[config.mk]
export PLATFORM = sky130hd
export DESIGN_NAME = rsc_stack_mem
export DESIGN_NICKNAME = d
export VERILOG_FILES = /design/src/rtl/rpn_stack_calculator_assert.svh /design/src/rtl/rsc_pkg.sv /design/src/rtl/rsc_stack_mem.sv
export SDC_FILE = /design/constraint.sdc
export NUM_CORES = 2
export LEC_CHECK = 0
export ABC_AREA = 0
export BUFFER_PORTS_ARGS = -buffer_cell sky130_fd_sc_hd__buf_2
export CAP_MARGIN = 10
export CORE_ASPECT_RATIO = 1.25
export CORE_MARGIN = 4
export CORE_UTILIZATION = 45
export DETAILED_ROUTE_END_ITERATION = 8
export HOLD_SLACK_MARGIN = 0.12
export PLACE_DENSITY_LB_ADDON = 0.3
export SLEW_MARGIN = 20
export SYNTH_ARGS = -nofsm -noshare
export SYNTH_HDL_FRONTEND = slang
export SYNTH_SLANG_ARGS = --single-unit
[constraint.sdc]
create_clock -name clock -period 7.48 [get_ports clock]
set_input_delay 0.748 -clock clock [delete_from_list [all_inputs] [get_ports clock]]
set_output_delay 0.748 -clock clock [all_outputs]
set_load 0.005 [all_outputs]
[src/rtl/rpn_stack_calculator_assert.svh]
// ----------------------------------------------------------------------------
// RPN stack calculator assertion macros
// Shared concurrent assertion forms used by the calculator RTL.
// ----------------------------------------------------------------------------
`ifndef RPN_STACK_CALCULATOR_ASSERT_SVH
`define RPN_STACK_CALCULATOR_ASSERT_SVH

// The consequent must hold in the same cycle as the antecedent.
`define RSC_ASSERT_SAME(name, clk, rst, ante, cons) \
   name: assert property (@(posedge clk) disable iff (rst) (ante) |-> (cons)) \
      else $error("rsc: assertion failed");

// The consequent must hold in the cycle after the antecedent.
`define RSC_ASSERT_NEXT(name, clk, rst, ante, cons) \
   name: assert property (@(posedge clk) disable iff (rst) (ante) |=> (cons)) \
      else $error("rsc: assertion failed");

`endif

[src/rtl/rsc_pkg.sv]
// ----------------------------------------------------------------------------
// RPN stack calculator package
// Operation codes, status codes, state types and control bundles.
// ----------------------------------------------------------------------------
package rsc_pkg;

   localparam int unsigned VALUE_W = 32;
   localparam int unsigned FUNC_W  = 3;
   localparam int unsigned DEPTH_W = 8;
   localparam int unsigned MAG_W   = 48;
   localparam int unsigned DIV_STEPS = 48;
   localparam int unsigned STEP_W  = $clog2(DIV_STEPS);

   localparam logic [FUNC_W-1:0] FUNC_PUSH = 3'd0;
   localparam logic [FUNC_W-1:0] FUNC_ADD  = 3'd1;
   localparam logic [FUNC_W-1:0] FUNC_SUB  = 3'd2;
   localparam logic [FUNC_W-1:0] FUNC_MUL  = 3'd3;
   localparam logic [FUNC_W-1:0] FUNC_DIV  = 3'd4;
   localparam logic [FUNC_W-1:0] FUNC_POP  = 3'd5;

   typedef enum logic [1:0] {
      STATUS_OK        = 2'd0,
      STATUS_OVERFLOW  = 2'd1,
      STATUS_UNDERFLOW = 2'd2,
      STATUS_DIV_ZERO  = 2'd3
   } status_type;

   typedef enum logic [2:0] {
      SEQ_IDLE,
      SEQ_FETCH,
      SEQ_EXEC,
      SEQ_REFILL,
      SEQ_DONE
   } seq_state_type;

   typedef enum logic [1:0] {
      ALU_IDLE,
      ALU_DIV,
      ALU_SAT
   } alu_state_type;

   typedef struct packed {
      logic              start;
      logic [FUNC_W-1:0] func;
   } alu_cmd_type;

   typedef struct packed {
      logic busy;
      logic done;
   } alu_sts_type;

endpackage

[src/rtl/rsc_stack_mem.sv]
// ----------------------------------------------------------------------------
// RPN stack calculator operand memory
// Single write port, single registered read port holding the entries below the top.
// ----------------------------------------------------------------------------
module rsc_stack_mem #(
   parameter int unsigned DEPTH = 128,
   parameter int unsigned AW    = 7
) (
   input  logic                         clock,
   input  logic                         wr_en,
   input  logic [AW-1:0]                wr_addr,
   input  logic [rsc_pkg::VALUE_W-1:0]  wr_data,
   input  logic [AW-1:0]                rd_addr,
   output logic [rsc_pkg::VALUE_W-1:0]  rd_data
);

   logic [rsc_pkg::VALUE_W-1:0] mem [DEPTH];
   logic [rsc_pkg::VALUE_W-1:0] rd_data_ff;

   always_ff @(posedge clock) begin
      if (wr_en) begin
         mem[wr_addr] <= wr_data;
      end
   end

   always_ff @(posedge clock) begin
      rd_data_ff <= mem[rd_addr];
   end

   assign rd_data = rd_data_ff;

endmodule

# Word level (Yosys, flattened, before mapping)
# Memories as Yosys holds them, arrays and structs flattened. A register that Yosys moved wholly into a read port is not among the register bits.
# Cells that the tools add are included.
# word_totals
reg_bits,0
mem_bits_rw,4096
output_inout_bits,32
word_cells,3
n_memories,1
# op_classes
muxes,2
# memory_table
name,words,word_bits,read_ports,rd_ports_with_merged_regs,write_ports,line,rtl
mem,128,32,1,1,1,rsc_stack_mem.sv:17,logic [rsc_pkg::VALUE_W-1:0] mem [DEPTH];
# ops
cell,count
2-to-1 mux 1 bit,2

# Depth between registers and ports, before layout
# logic_depth
depth_word,2
ltp_mapped,8
ltp_nobuf,4

# Worst setup path after synthesis
# OpenSTA, ideal clock, no wires.
# synth_path
kind,input to register
from,input port wr_en
to,"memory mem[98][0] (netlist name), enable pin"
setup_time_ns,0.461
arrival_ns,3.526
slack_ns,3.493
path_stages,3
path_cell_list,clkbuf_1 > nand4_1 > nor3_1
# synth_via
elab_chain_cells,2
# synth_rtl
element,line,rtl
from (decl),rsc_stack_mem.sv:10,"input logic wr_en,"
2-to-1 mux 1 bit,rsc_stack_mem.sv:21,if (wr_en) begin
2-to-1 mux 1 bit (not written as such),rsc_stack_mem.sv:22,mem[wr_addr] <= wr_data;
to (decl),rsc_stack_mem.sv:17,
# No other way between the ends.

==> summary.md <==
| Metric | Value |
|---|---|
| Layout area overhead | `13.2%` |
| DRT iter0 DRCs | `9896` |
| I/O pin cnt | `80` |
| Max-cap check violation count | `0` |
| Postcts setup bufs | `0` |
| Post-CTS resize count | `0` |
| Post-Layout Cell Count | `11300` |
| Yosys reg bits | `4128` |
| Vias per inst | `6.21` |
| Worst skew pair latency | `0.92 ns` |
| Vias in the first global route | `71700` |
| Max FO, Critical Path | `85` |
| First-pass GRT wire length | `572 mm` |
| Count leader, synth | `edfxtp_1` |
| Reg2reg setup slack | `4.79 ns` |
| Min-Delay Path Class | `input pin to flip-flop` |
| Initial antenna violation count | `63` |
| Setup WS post-layout | `3.71 ns` |
| Synthesized instance count | `5990` |
| Status | `finished clean` |
| Post-synth top cells | `edfxtp_1 (4096), mux4_2 (1344), clkbuf_1 (182), nor2_1 (122), buf_2 (79)` |
| Die footprint | `357000 um2` |
| Post-synth cell types | `17` |
| FF-to-FF Start | `mem[53][15]` |
| CP top delay family | `multiplexers` |
| Post-synth top area share | `0.787` |
| CP startpoint kind | `input pin` |
| Buffers and inverters on the worst path | `3` |
| Synthesized area | `156000 um2` |
| Finish-stage setup viols | `0` |
| Num CTS Buffers | `380` |
| Max-slew violation count | `0` |
| # fillers | `26100` |
| Yosys warns | `0` |
| Nets | `6410` |
| CP Depth | `7` |
| Final GP Congestion | `0.804` |
| DRC | `0` |
| Post-cts hold buffer count | `0` |
| Chip Width | `535 um` |
| Core Region | `345000 um2` |
| Mean Syn Cell Area | `26.1 um2` |
| Reg clk slew, reported paths | `0.06 ns` |
| Post-Route WL | `410 mm` |
| Fmax | `0.265 GHz` |
| Tmin final | `3.77 ns` |
| Lkg Pwr | `53.6 nW` |
| Clock skew | `0.0593 ns` |
| RSZ-0062 raised after global routing | `no` |
| Final HPWL DP | `223 mm` |
| Place WS | `2.83 ns` |
| Number of placement rows | `241` |
| CTS tree | `yes` |
| Post-synth top area cell | `edfxtp_1` |
| Area contributors post-synth | `edfxtp_1 (79%), mux4_2 (19%), clkbuf_1 (0.44%), dfxtp_1 (0.41%), nor2_1 (0.29%)` |
| WP data arrival | `4.58 ns` |
| Worst path cell trace | `buf_8 -> buf_12 -> buf_4 -> mux4_2 -> mux4_2 -> mux4_2 -> mux2_2` |
| DR vias | `70500` |
| CP Capture Type | `flip-flop` |
| Top FF cell, synth | `edfxtp_1` |
| Clk sinks | `4128` |
| Crit Path Class | `input pin to flip-flop` |
| # port buffers | `79` |
| Power Dens Cells | `269 nW/um2` |
| Worst setup path startpoint | `rd_addr[2]` |
| FF-to-FF End | `rd_data[15]` |
| Post-route ant nets | `0` |
| Post-synth ARST share | `0` |
| CTS Buffer Depth | `4` |
| Largest net degree at the start of global routing | `130` |
| Worst vdd ir | `0.193 mV` |
| H-tree depth | `5` |
| Most frequent CP cell | `mux4_2` |
| Overflow after GRT | `0` |
| Starting Density | `0.453` |
| Total Power | `47.6 mW` |
| Layout cells sized above 1 | `0.353` |
| R2R depth | `4` |
| TritonRoute pass-1 iters | `5` |
| Placed cells | `10600` |
| Worst slew pin tran | `1.17 ns` |
| Worst EP required | `8.29 ns` |
| Final-report hold violation count | `0` |
| Number of synthesized flops with an enable pin | `4096` |
| Clk root buf | `clkbuf_16` |
| Die Y-Extent | `667 um` |
| Routed len/inst | `36.1 um` |
| Relative slew margins | `0.222` |
| Hold path start | `wr_data[18]` |
| CP Capture Point | `rd_data[10]` |
| Synthesized Nets | `6038` |
| Worst path max stage delay | `0.71 ns` |
| Post-synthesis sequential area ratio | `0.791` |
| Setup TNS Final | `0 ns` |
| Highest-delay cell along the critical path | `mux4_2` |
| GRT Total Usage | `0.230` |
| Final Cycle Share | `0.505` |
layout make-up:
cell class,count,area [um2],share of cell area
tap,4617,5780,0.0327
antenna,59,148,0.000834
timing repair buffer,306,2650,0.0150
clock inverter,201,2140,0.0121
clock buffer,483,10300,0.0581
sequential,4128,124000,0.699
multi-input combinational,1546,32300,0.183
routing by layer:
metal	vias up	global-route usage	share of wire
met5	-	0	0.00034
met4	22	0.0755	0.032
met3	653	0.0508	0.10
met2	3661	0.371	0.49
met1	39000	0.314	0.37
li1	27100	-	-
registers in the layout, indices dropped and copies added, names as in the netlist:
register	flops
rd_data	32
mem	4096
where the power goes:
part           total, mW  switching, mW  internal [mW]
Sequential          25.6          0.104           25.5
Clock               19.6           8.33           11.2
Combinational       2.40           1.47          0.922
Total               47.6           9.91           37.7
how the worst min path moves through the flow:
stage	to	slack, ns	cells past startpoint
after floorplan	mem[0][0]	0.85	0
after global placement	rd_data[25]	1.11	4
after detailed placement	rd_data[4]	1.11	4
after CTS	mem[125][18]	0.21	1
after global routing	mem[124][18]	0.26	1
final	mem[127][18]	0.28	1
per-stage QoR:
step | utilization | cell area (um2) | hold WS, ns
6_report | 0.512 | 177000 | 0.278
5_1_grt | 0.512 | 177000 | 0.256
4_1_cts | 0.512 | 177000 | 0.211
3_5_place_dp | 0.476 | 164000 | 1.11
3_3_place_gp | 0.476 | 164000 | 1.11
2_1_floorplan | - | 156000 | 0.847
cell families (layout without fill, tap and decap cells):
| family | after synthesis | after routing | share of synthesized area |
|---|---|---|---|
| buffers and inverters | 316 | 990 | 0.00839 |
| flip-flops | 4128 | 4128 | 0.791 |
| multiplexers | 1376 | 1376 | 0.196 |
| other | 0 | 59 | 0 |
| AND/OR/NAND/NOR | 170 | 170 | 0.00446 |
cells in the final DEF, fill, tap and decap left out, types with 41 or more instances in the layout:
cell type  instances
clkbuf_1          80
buf_4            227
diode_2           59
clkinv_2          55
clkbuf_16        394
buf_2             41
mux4_2          1344
edfxtp_1        4096
clkinv_1          70
bufinv_16         44
nor2_4           119
(Power assumes the default switching activity.)
