==> src/rtl/rpn_stack_calculator_assert.svh <==
// ----------------------------------------------------------------------------
// RPN stack calculator assertion macros
// Shared concurrent assertion forms used by the calculator RTL.
// ----------------------------------------------------------------------------
`ifndef RPN_STACK_CALCULATOR_ASSERT_SVH
`define RPN_STACK_CALCULATOR_ASSERT_SVH

// The consequent must hold in the same cycle as the antecedent.
`define RSC_ASSERT_SAME(name, clk, rst, ante, cons) \
   name: assert property (@(posedge clk) disable iff (rst) (ante) |-> (cons)) \
      else $error("rsc: assertion failed");

// The consequent must hold in the cycle after the antecedent.
`define RSC_ASSERT_NEXT(name, clk, rst, ante, cons) \
   name: assert property (@(posedge clk) disable iff (rst) (ante) |=> (cons)) \
      else $error("rsc: assertion failed");

`endif

==> src/rtl/rsc_pkg.sv <==
// ----------------------------------------------------------------------------
// RPN stack calculator package
// Operation codes, status codes, state types and control bundles.
// ----------------------------------------------------------------------------
package rsc_pkg;

   localparam int unsigned VALUE_W = 32;
   localparam int unsigned FUNC_W  = 3;
   localparam int unsigned DEPTH_W = 8;
   localparam int unsigned MAG_W   = 48;
   localparam int unsigned DIV_STEPS = 48;
   localparam int unsigned STEP_W  = $clog2(DIV_STEPS);

   localparam logic [FUNC_W-1:0] FUNC_PUSH = 3'd0;
   localparam logic [FUNC_W-1:0] FUNC_ADD  = 3'd1;
   localparam logic [FUNC_W-1:0] FUNC_SUB  = 3'd2;
   localparam logic [FUNC_W-1:0] FUNC_MUL  = 3'd3;
   localparam logic [FUNC_W-1:0] FUNC_DIV  = 3'd4;
   localparam logic [FUNC_W-1:0] FUNC_POP  = 3'd5;

   typedef enum logic [1:0] {
      STATUS_OK        = 2'd0,
      STATUS_OVERFLOW  = 2'd1,
      STATUS_UNDERFLOW = 2'd2,
      STATUS_DIV_ZERO  = 2'd3
   } status_type;

   typedef enum logic [2:0] {
      SEQ_IDLE,
      SEQ_FETCH,
      SEQ_EXEC,
      SEQ_REFILL,
      SEQ_DONE
   } seq_state_type;

   typedef enum logic [1:0] {
      ALU_IDLE,
      ALU_DIV,
      ALU_SAT
   } alu_state_type;

   typedef struct packed {
      logic              start;
      logic [FUNC_W-1:0] func;
   } alu_cmd_type;

   typedef struct packed {
      logic busy;
      logic done;
   } alu_sts_type;

endpackage

==> src/rtl/rsc_alu.sv <==
// ----------------------------------------------------------------------------
// RPN stack calculator arithmetic unit
// Saturating Q16.16 add, subtract, multiply and restoring divide.
// ----------------------------------------------------------------------------
module rsc_alu (
   input  logic                                clock,
   input  logic                                reset,
   input  rsc_pkg::alu_cmd_type                cmd,
   input  logic signed [rsc_pkg::VALUE_W-1:0]  operand_a,
   input  logic signed [rsc_pkg::VALUE_W-1:0]  operand_b,
   output rsc_pkg::alu_sts_type                sts,
   output logic signed [rsc_pkg::VALUE_W-1:0]  result
);

   function automatic logic [31:0] sat_sum(input logic [32:0] sum);
      logic [31:0] value;
      if (sum[32] != sum[31]) begin
         value = sum[32] ? 32'h8000_0000 : 32'h7FFF_FFFF;
      end else begin
         value = sum[31:0];
      end
      return value;
   endfunction

   function automatic logic [31:0] sign_sat(input logic [47:0] mag, input logic neg);
      logic [31:0] value;
      if (neg) begin
         value = (mag > 48'h0000_8000_0000) ? 32'h8000_0000 : (~mag[31:0] + 32'd1);
      end else begin
         value = (mag > 48'h0000_7FFF_FFFF) ? 32'h7FFF_FFFF : mag[31:0];
      end
      return value;
   endfunction

   rsc_pkg::alu_state_type          state_ff, state_in;
   logic                            neg_ff, neg_in;
   logic [rsc_pkg::MAG_W-1:0]       mag_ff, mag_in;
   logic [31:0]                     rem_ff, rem_in;
   logic [31:0]                     div_ff, div_in;
   logic [rsc_pkg::STEP_W-1:0]      step_ff, step_in;
   logic [31:0]                     result_ff, result_in;
   logic                            done_ff, done_in;

   logic [31:0] mag_a;
   logic [31:0] mag_b;
   logic [63:0] product;
   logic [32:0] shifted;
   logic [32:0] trial;
   logic        fits;

   assign mag_a   = operand_a[31] ? (~operand_a + 32'd1) : operand_a;
   assign mag_b   = operand_b[31] ? (~operand_b + 32'd1) : operand_b;
   assign product = {32'd0, mag_a} * {32'd0, mag_b};
   assign shifted = {rem_ff, mag_ff[rsc_pkg::MAG_W-1]};
   assign trial   = shifted - {1'b0, div_ff};
   assign fits    = shifted >= {1'b0, div_ff};

   always_ff @(posedge clock) begin
      if (reset) begin
         state_ff <= rsc_pkg::ALU_IDLE;
         done_ff  <= 1'b0;
      end else begin
         state_ff <= state_in;
         done_ff  <= done_in;
      end
      neg_ff    <= neg_in;
      mag_ff    <= mag_in;
      rem_ff    <= rem_in;
      div_ff    <= div_in;
      step_ff   <= step_in;
      result_ff <= result_in;
   end

   always_comb begin
      state_in  = state_ff;
      neg_in    = neg_ff;
      mag_in    = mag_ff;
      rem_in    = rem_ff;
      div_in    = div_ff;
      step_in   = step_ff;
      result_in = result_ff;
      done_in   = 1'b0;
      unique case (state_ff)
         rsc_pkg::ALU_IDLE: begin
            if (cmd.start) begin
               neg_in = operand_a[31] ^ operand_b[31];
               unique case (cmd.func)
                  rsc_pkg::FUNC_ADD: begin
                     result_in = sat_sum({operand_a[31], operand_a} + {operand_b[31], operand_b});
                     done_in   = 1'b1;
                  end
                  rsc_pkg::FUNC_SUB: begin
                     result_in = sat_sum({operand_a[31], operand_a} - {operand_b[31], operand_b});
                     done_in   = 1'b1;
                  end
                  rsc_pkg::FUNC_MUL: begin
                     mag_in   = product[63:16];
                     state_in = rsc_pkg::ALU_SAT;
                  end
                  rsc_pkg::FUNC_DIV: begin
                     mag_in   = {mag_a, 16'd0};
                     rem_in   = 32'd0;
                     div_in   = mag_b;
                     step_in  = rsc_pkg::STEP_W'(rsc_pkg::DIV_STEPS - 1);
                     state_in = rsc_pkg::ALU_DIV;
                  end
                  default: begin
                     result_in = 32'd0;
                     done_in   = 1'b1;
                  end
               endcase
            end
         end
         rsc_pkg::ALU_DIV: begin
            rem_in  = fits ? trial[31:0] : shifted[31:0];
            mag_in  = {mag_ff[rsc_pkg::MAG_W-2:0], fits};
            step_in = step_ff - 1'b1;
            if (step_ff == '0) begin
               state_in = rsc_pkg::ALU_SAT;
            end
         end
         rsc_pkg::ALU_SAT: begin
            result_in = sign_sat(mag_ff, neg_ff);
            done_in   = 1'b1;
            state_in  = rsc_pkg::ALU_IDLE;
         end
         default: begin
            state_in = rsc_pkg::ALU_IDLE;
         end
      endcase
   end

   assign sts.busy = (state_ff != rsc_pkg::ALU_IDLE);
   assign sts.done = done_ff;
   assign result   = result_ff;

endmodule

==> config.mk <==
export PLATFORM = sky130hd
export DESIGN_NAME = rsc_alu
export DESIGN_NICKNAME = d
export VERILOG_FILES = /design/src/rtl/rpn_stack_calculator_assert.svh /design/src/rtl/rsc_pkg.sv /design/src/rtl/rsc_alu.sv
export SDC_FILE = /design/constraint.sdc
export NUM_CORES = 2
export LEC_CHECK = 0
export BUFFER_PORTS_ARGS = -buffer_cell sky130_fd_sc_hd__buf_4
export CAP_MARGIN = 20
export CELL_PAD_IN_SITES_DETAIL_PLACEMENT = 2
export CELL_PAD_IN_SITES_GLOBAL_PLACEMENT = 2
export CORE_MARGIN = 2
export CORE_UTILIZATION = 38
export DETAILED_ROUTE_END_ITERATION = 16
export PLACE_DENSITY_LB_ADDON = 0.25
export SYNTH_ARGS = -nofsm -noshare
export SYNTH_HDL_FRONTEND = slang
export SYNTH_SLANG_ARGS = --single-unit
==> constraint.sdc <==
create_clock -name clock -period 11.91 [get_ports clock]
set_input_delay 2.382 -clock clock [delete_from_list [all_inputs] [get_ports clock]]
set_output_delay 2.382 -clock clock [all_outputs]
set_load 0.02 [all_outputs]
Yosys cells after proc, flatten, opt, wreduce, memory -nomap -nowiden
Cells that the tools add are included.
- flip-flop bits (word level): 154
- input port bits: 70
- word-level logic and storage cells: 77
- $add $sub $neg: 7
- multiply operators: 1
- magnitude comparators: 3
- eq/ne operators: 13
- multiplexer cells: 29
- bitwise gates (word level): 4
- reductions and logical operators: 12
- operator list (kind ; count):
    $mux 32 ; 13
    $pmux 48 s2 ; 2
    $pmux 32 s2 ; 2
    $add 32x1->32 const B ; 3
    $not 32->32 ; 3
    $pmux 32 s3 ; 1
    $mul 32x32->64 ; 1
    $gt 48x31->1 const B ; 1
    $gt 48x32->1 const B ; 1
    $mux 48 ; 1
    $add 32x32->33 ; 1
    $ge 33x32->1 ; 1
    $sub 32x32->33 ; 1
    $sub 32x32->32 ; 1
    $reduce_and 3->1 ; 5
    $mux 6 ; 2
    $pmux 6 s2 ; 1
    $pmux 2 s2 ; 2
    $eq 3x2->1 const B ; 2
    $logic_not 6->1 ; 1
    $ne 2x2->1 const B ; 3
    $reduce_bool 2->1 ; 3
    $sub 6x1->6 const B ; 1
    $mux 2 ; 2
    other kinds (13) ; 15

Longest topological paths before layout
- word-level depth: 7
- mapped depth: 42
- mapped depth without buffers: 40

Least setup slack after synthesis
OpenSTA, ideal clock, no wires.
- path kind: input-to-reg
- start point: input port operand_a[5] (netlist name)
- end point: register mag_ff[46] (netlist name), data pin
- library setup time: 261 ps
- arrival time: 11886 ps
- data required time: 11649 ps
- slack: -237 ps
- cell stages on the path: 34
- path buffers: 2
- cell sequence: or4_1 > or3_1 > or3_1 > or4_1 > o31ai_4 > o21ai_1 > xor2_1 > clkbuf_1 > nand2_1 > fa_1 > fa_1 > fa_1 > fa_1 > inv_1 > fa_1 > fa_1 > fa_1 > inv_1 > fa_1 > inv_1 > ha_1 > clkbuf_1 > nand2_1 > o21ai_0 > a21oi_1 > o21a_1 > o221ai_1 > a211o_1 > o21ai_0 > a21boi_1 > nor3_1 > nor2b_1 > mux2i_1 > a221o_1
- word-level cells in the longest chain between the ends: 7
- ends and longest elaborated chain (what ; RTL line ; source):
    from (decl) ; rsc_alu.sv:9 ; input logic signed [rsc_pkg::VALUE_W-1:0] operand_a,
    $not 32->32 ; rsc_alu.sv:51 ; assign mag_a = operand_a[31] ? (~operand_a + 32'd1) : operand_a;
    $add 32x1->32 ; rsc_alu.sv:51 ;
    $mux 32 * ; rsc_alu.sv:51 ;
    $mul 32x32->64 ; rsc_alu.sv:53 ; assign product = {32'd0, mag_a} * {32'd0, mag_b};
    $pmux 48 s2 * ; rsc_alu.sv:87 ; unique case (cmd.func)
    $mux 48 * ; rsc_alu.sv:85 ; if (cmd.start) begin
    $pmux 48 s2 * ; rsc_alu.sv:83 ; unique case (state_ff)
    via mag_in (one bit) ; rsc_alu.sv:37 ; logic [rsc_pkg::MAG_W-1:0] mag_ff, mag_in;
    to (signal assigned) ; rsc_alu.sv:67 ; mag_ff <= mag_in;
    to (decl) ; rsc_alu.sv:37 ;
The timed path passes the listed nets; every way through them passes the cells marked *. The select of a mux whose other input is x is not followed.
A chain may end at the register's enable or synchronous reset.

Worst setup path after layout
- start point: input port operand_a[6] (netlist name)
- end point: register mag_ff[32] (netlist name), data pin
The elaborated chain is that of the path after synthesis.

==> impl_metrics.ini <==
[critical_path]
end_kind = register
critPathKind = primary input to register
path_common_cell = fa_1
arrival_ns = 12.77
slowest_delay_ns = 0.62
setup.worst_path.start_class = primary input
slowest_cell_on_crit_path = fa_1
critical_path_required_ns = 12.12
timing.critical_path.fanout_max = 6

[logic_synthesis]
synth_top_flop_cell = edfxtp_1
post_synthesis_instance_area_um2 = 45400
synth_async_sr_flop_share = 0
synth-warning-count = 0
average_size_of_a_mapped_cell_um2 = 8.56
synth_edf_count = 151
synth-seq-area-share = 0.101
yosys.cell_types.count = 84
syn-instance-count = 5299
synth.net_count = 6628
ys_seq_elements = 154

[cts]
cts_buffers = 17
cts_tree = built
clock-root-buffer = clkbuf_16
holdBufCountCts = 0
cts.htree.levels = 4
cts.clk_slew.worst_paths_ns = 0.08
clkSinkCount = 154
clk-insertion-delay-late_ns = 0.48
clock_path_buffers = 2

[finish]
filler_cell_count = 12852
flow.area_growth_from_synthesis_pct = 19.5
multi_input_comb_area_um2 = 37500
most_common_cell_after_layout_fill_and_taps_aside = inv_1
fin_nets = 7064
layout_common_cells = inv_1 (999), fa_1 (879), nor2_1 (757)
drive_above_1_share = 0.168
post_layout_nonfiller_instances = 7287
seqCellArea_um2 = 4590

[routing]
drt-wirelength-per-cell_um = 31.5
vias = 42217
totalWireLength_mm = 230
route.antenna.remaining_nets = 0
avgViaCountPerCell = 5.79
drt_pass_1_iters = 6
drt_drc_violations_left = 0
initialDrtViolationCount = 3105

[placement]
buffer_ports.inserted = 103
detailedPlacementHpwl_mm = 180
place.gp.congestion = 0.974
numPlacedInstances = 7219

[timing]
rsz0062_at_grt = true
layout_min_cycle_time_ns = 12.57
pins_over_slew_limit = 0
final_setup_violation_count = 31
finalHoldViolations = 0
setup_ws_ns = -0.657
finalCritPeriodShare = 1.06
slew_at_the_pin_closest_to_its_max_slew_limit_ns = 1.25
worst_clock_skew_ns = 0.0189
max-slew-margin-rel = 0.161
timing.fmax_mhz = 79.6

[grt]
maximum_number_of_pins_on_one_net_before_global_route_repair = 54
antenna_found_initial = 11
grt_util_all_layers = 0.356
gr-total-overflow = 0
grt_first_pass_wirelength_mm = 319
grt_pass1_vias = 48461

[job]
cap_violations = 0

[floorplan]
boundaryPins = 104
fp.dieH_um = 350
initial_core_util = 0.384
die_x_um = 350
floorplan.rows = 126
die_area_um2 = 122000
placeableCoreArea_um2 = 118000

[worst_hold_path]
worst_hold_path_type = register to register

[run_status]
violations = negative setup slack
run_status = complete, but fails checks
==> synthesized netlist by cell type (all sizes together), types with 22 or more instances <==
library cell | instances | area [um^2]
buf | 29 | 145
nand2 | 618 | 2320
inv | 1012 | 3800
xor2 | 71 | 629
a21o | 57 | 428
o21bai | 28 | 210
nor4 | 22 | 144
nand2b | 25 | 171
nand3 | 42 | 210
o31ai | 30 | 258
a21oi | 208 | 1040
a31oi | 43 | 275
edfxtp | 151 | 4530
nand4 | 25 | 156
fa | 898 | 18000
ha | 361 | 4520
o21ai | 209 | 1060
nor3 | 45 | 230
clkbuf | 224 | 841
nor2 | 772 | 2910
nor2b | 23 | 144
xnor2 | 152 | 1340
==> final cells by class <==
class / instances / area share
Multi-Input combinational cell: 3866 / 0.692
Timing Repair Buffer: 670 / 0.105
Sequential cell: 154 / 0.0848
Inverter: 1026 / 0.0711
Tap cell: 1536 / 0.0355
Clock buffer: 17 / 0.00785
Clock inverter: 15 / 0.00286
Antenna cell: 3 / 0.000139
==> critical path, delay by kind of cell <==
family                   cells  cell delay [ns]
adder cells (fa/ha/maj)      9             4.46
AND/OR/NAND/NOR              9             2.63
buffers and inverters        8             1.07
AO/OA/AOI/OAI                9             1.81
XOR/XNOR                     2             0.39
==> cell families after synthesis <==
kind of cell	count (synthesis)	share of synthesized area
compound gates	714	0.0989
simple gates	1659	0.152
flops	154	0.101
fa+ha+maj	1259	0.496
buf+inv	1279	0.107
mux	11	0.00243
xor+xnor	223	0.0434
==> stage by stage <==
stage | worst slack [ns] | hold WS [ns] | TNS (ns) | utilization | area (um^2)
4_1_cts | -0.0235 | 0.589 | -0.0235 | 0.451 | 53400
6_report | -0.657 | 0.589 | -10.64 | 0.458 | 54200
5_1_grt | -0.774 | 0.629 | -13.58 | 0.458 | 54200
3_3_place_gp | -0.815 | 0.567 | -14.28 | 0.442 | 52200
2_1_floorplan | 0.000420 | 0.505 | 0 | - | 45400
3_5_place_dp | -1.13 | 0.570 | -27.35 | 0.442 | 52200
==> final timing paths <==
check | startpoint | end | slack (ns) | depth (start not counted)
min reg2reg | mag_ff[32] | mag_ff[33] | 0.59 | 2
max reg2reg | mag_ff[8] | result[28] | 7.21 | 13
min | mag_ff[32] | mag_ff[33] | 0.59 | 2
max | operand_a[6] | mag_ff[32] | -0.66 | 37
==> repair_timing <==
item                       CTS  global route
setup buffers               16            20
gates resized for setup     84           155
setup endpoints to repair   31            30
pin swaps                   26            89
==> sequential cells by signal (all words and copies together) (netlist names) <==
signal / cells
rem_ff: 32
result: 32
done_ff: 1
state_ff: 2
mag_ff: 48
step_ff: 6
div_ff: 32
neg_ff: 1
==> routing by layer <==
layer,global-route usage,share of wire
met1,0.420,0.36
met2,0.610,0.48
met3,0.0519,0.069
met4,0.223,0.083
met5,0,0.00050
Power is not shown: default switching activity piles up to over one toggle a cycle in this logic, so the estimate is an artifact.
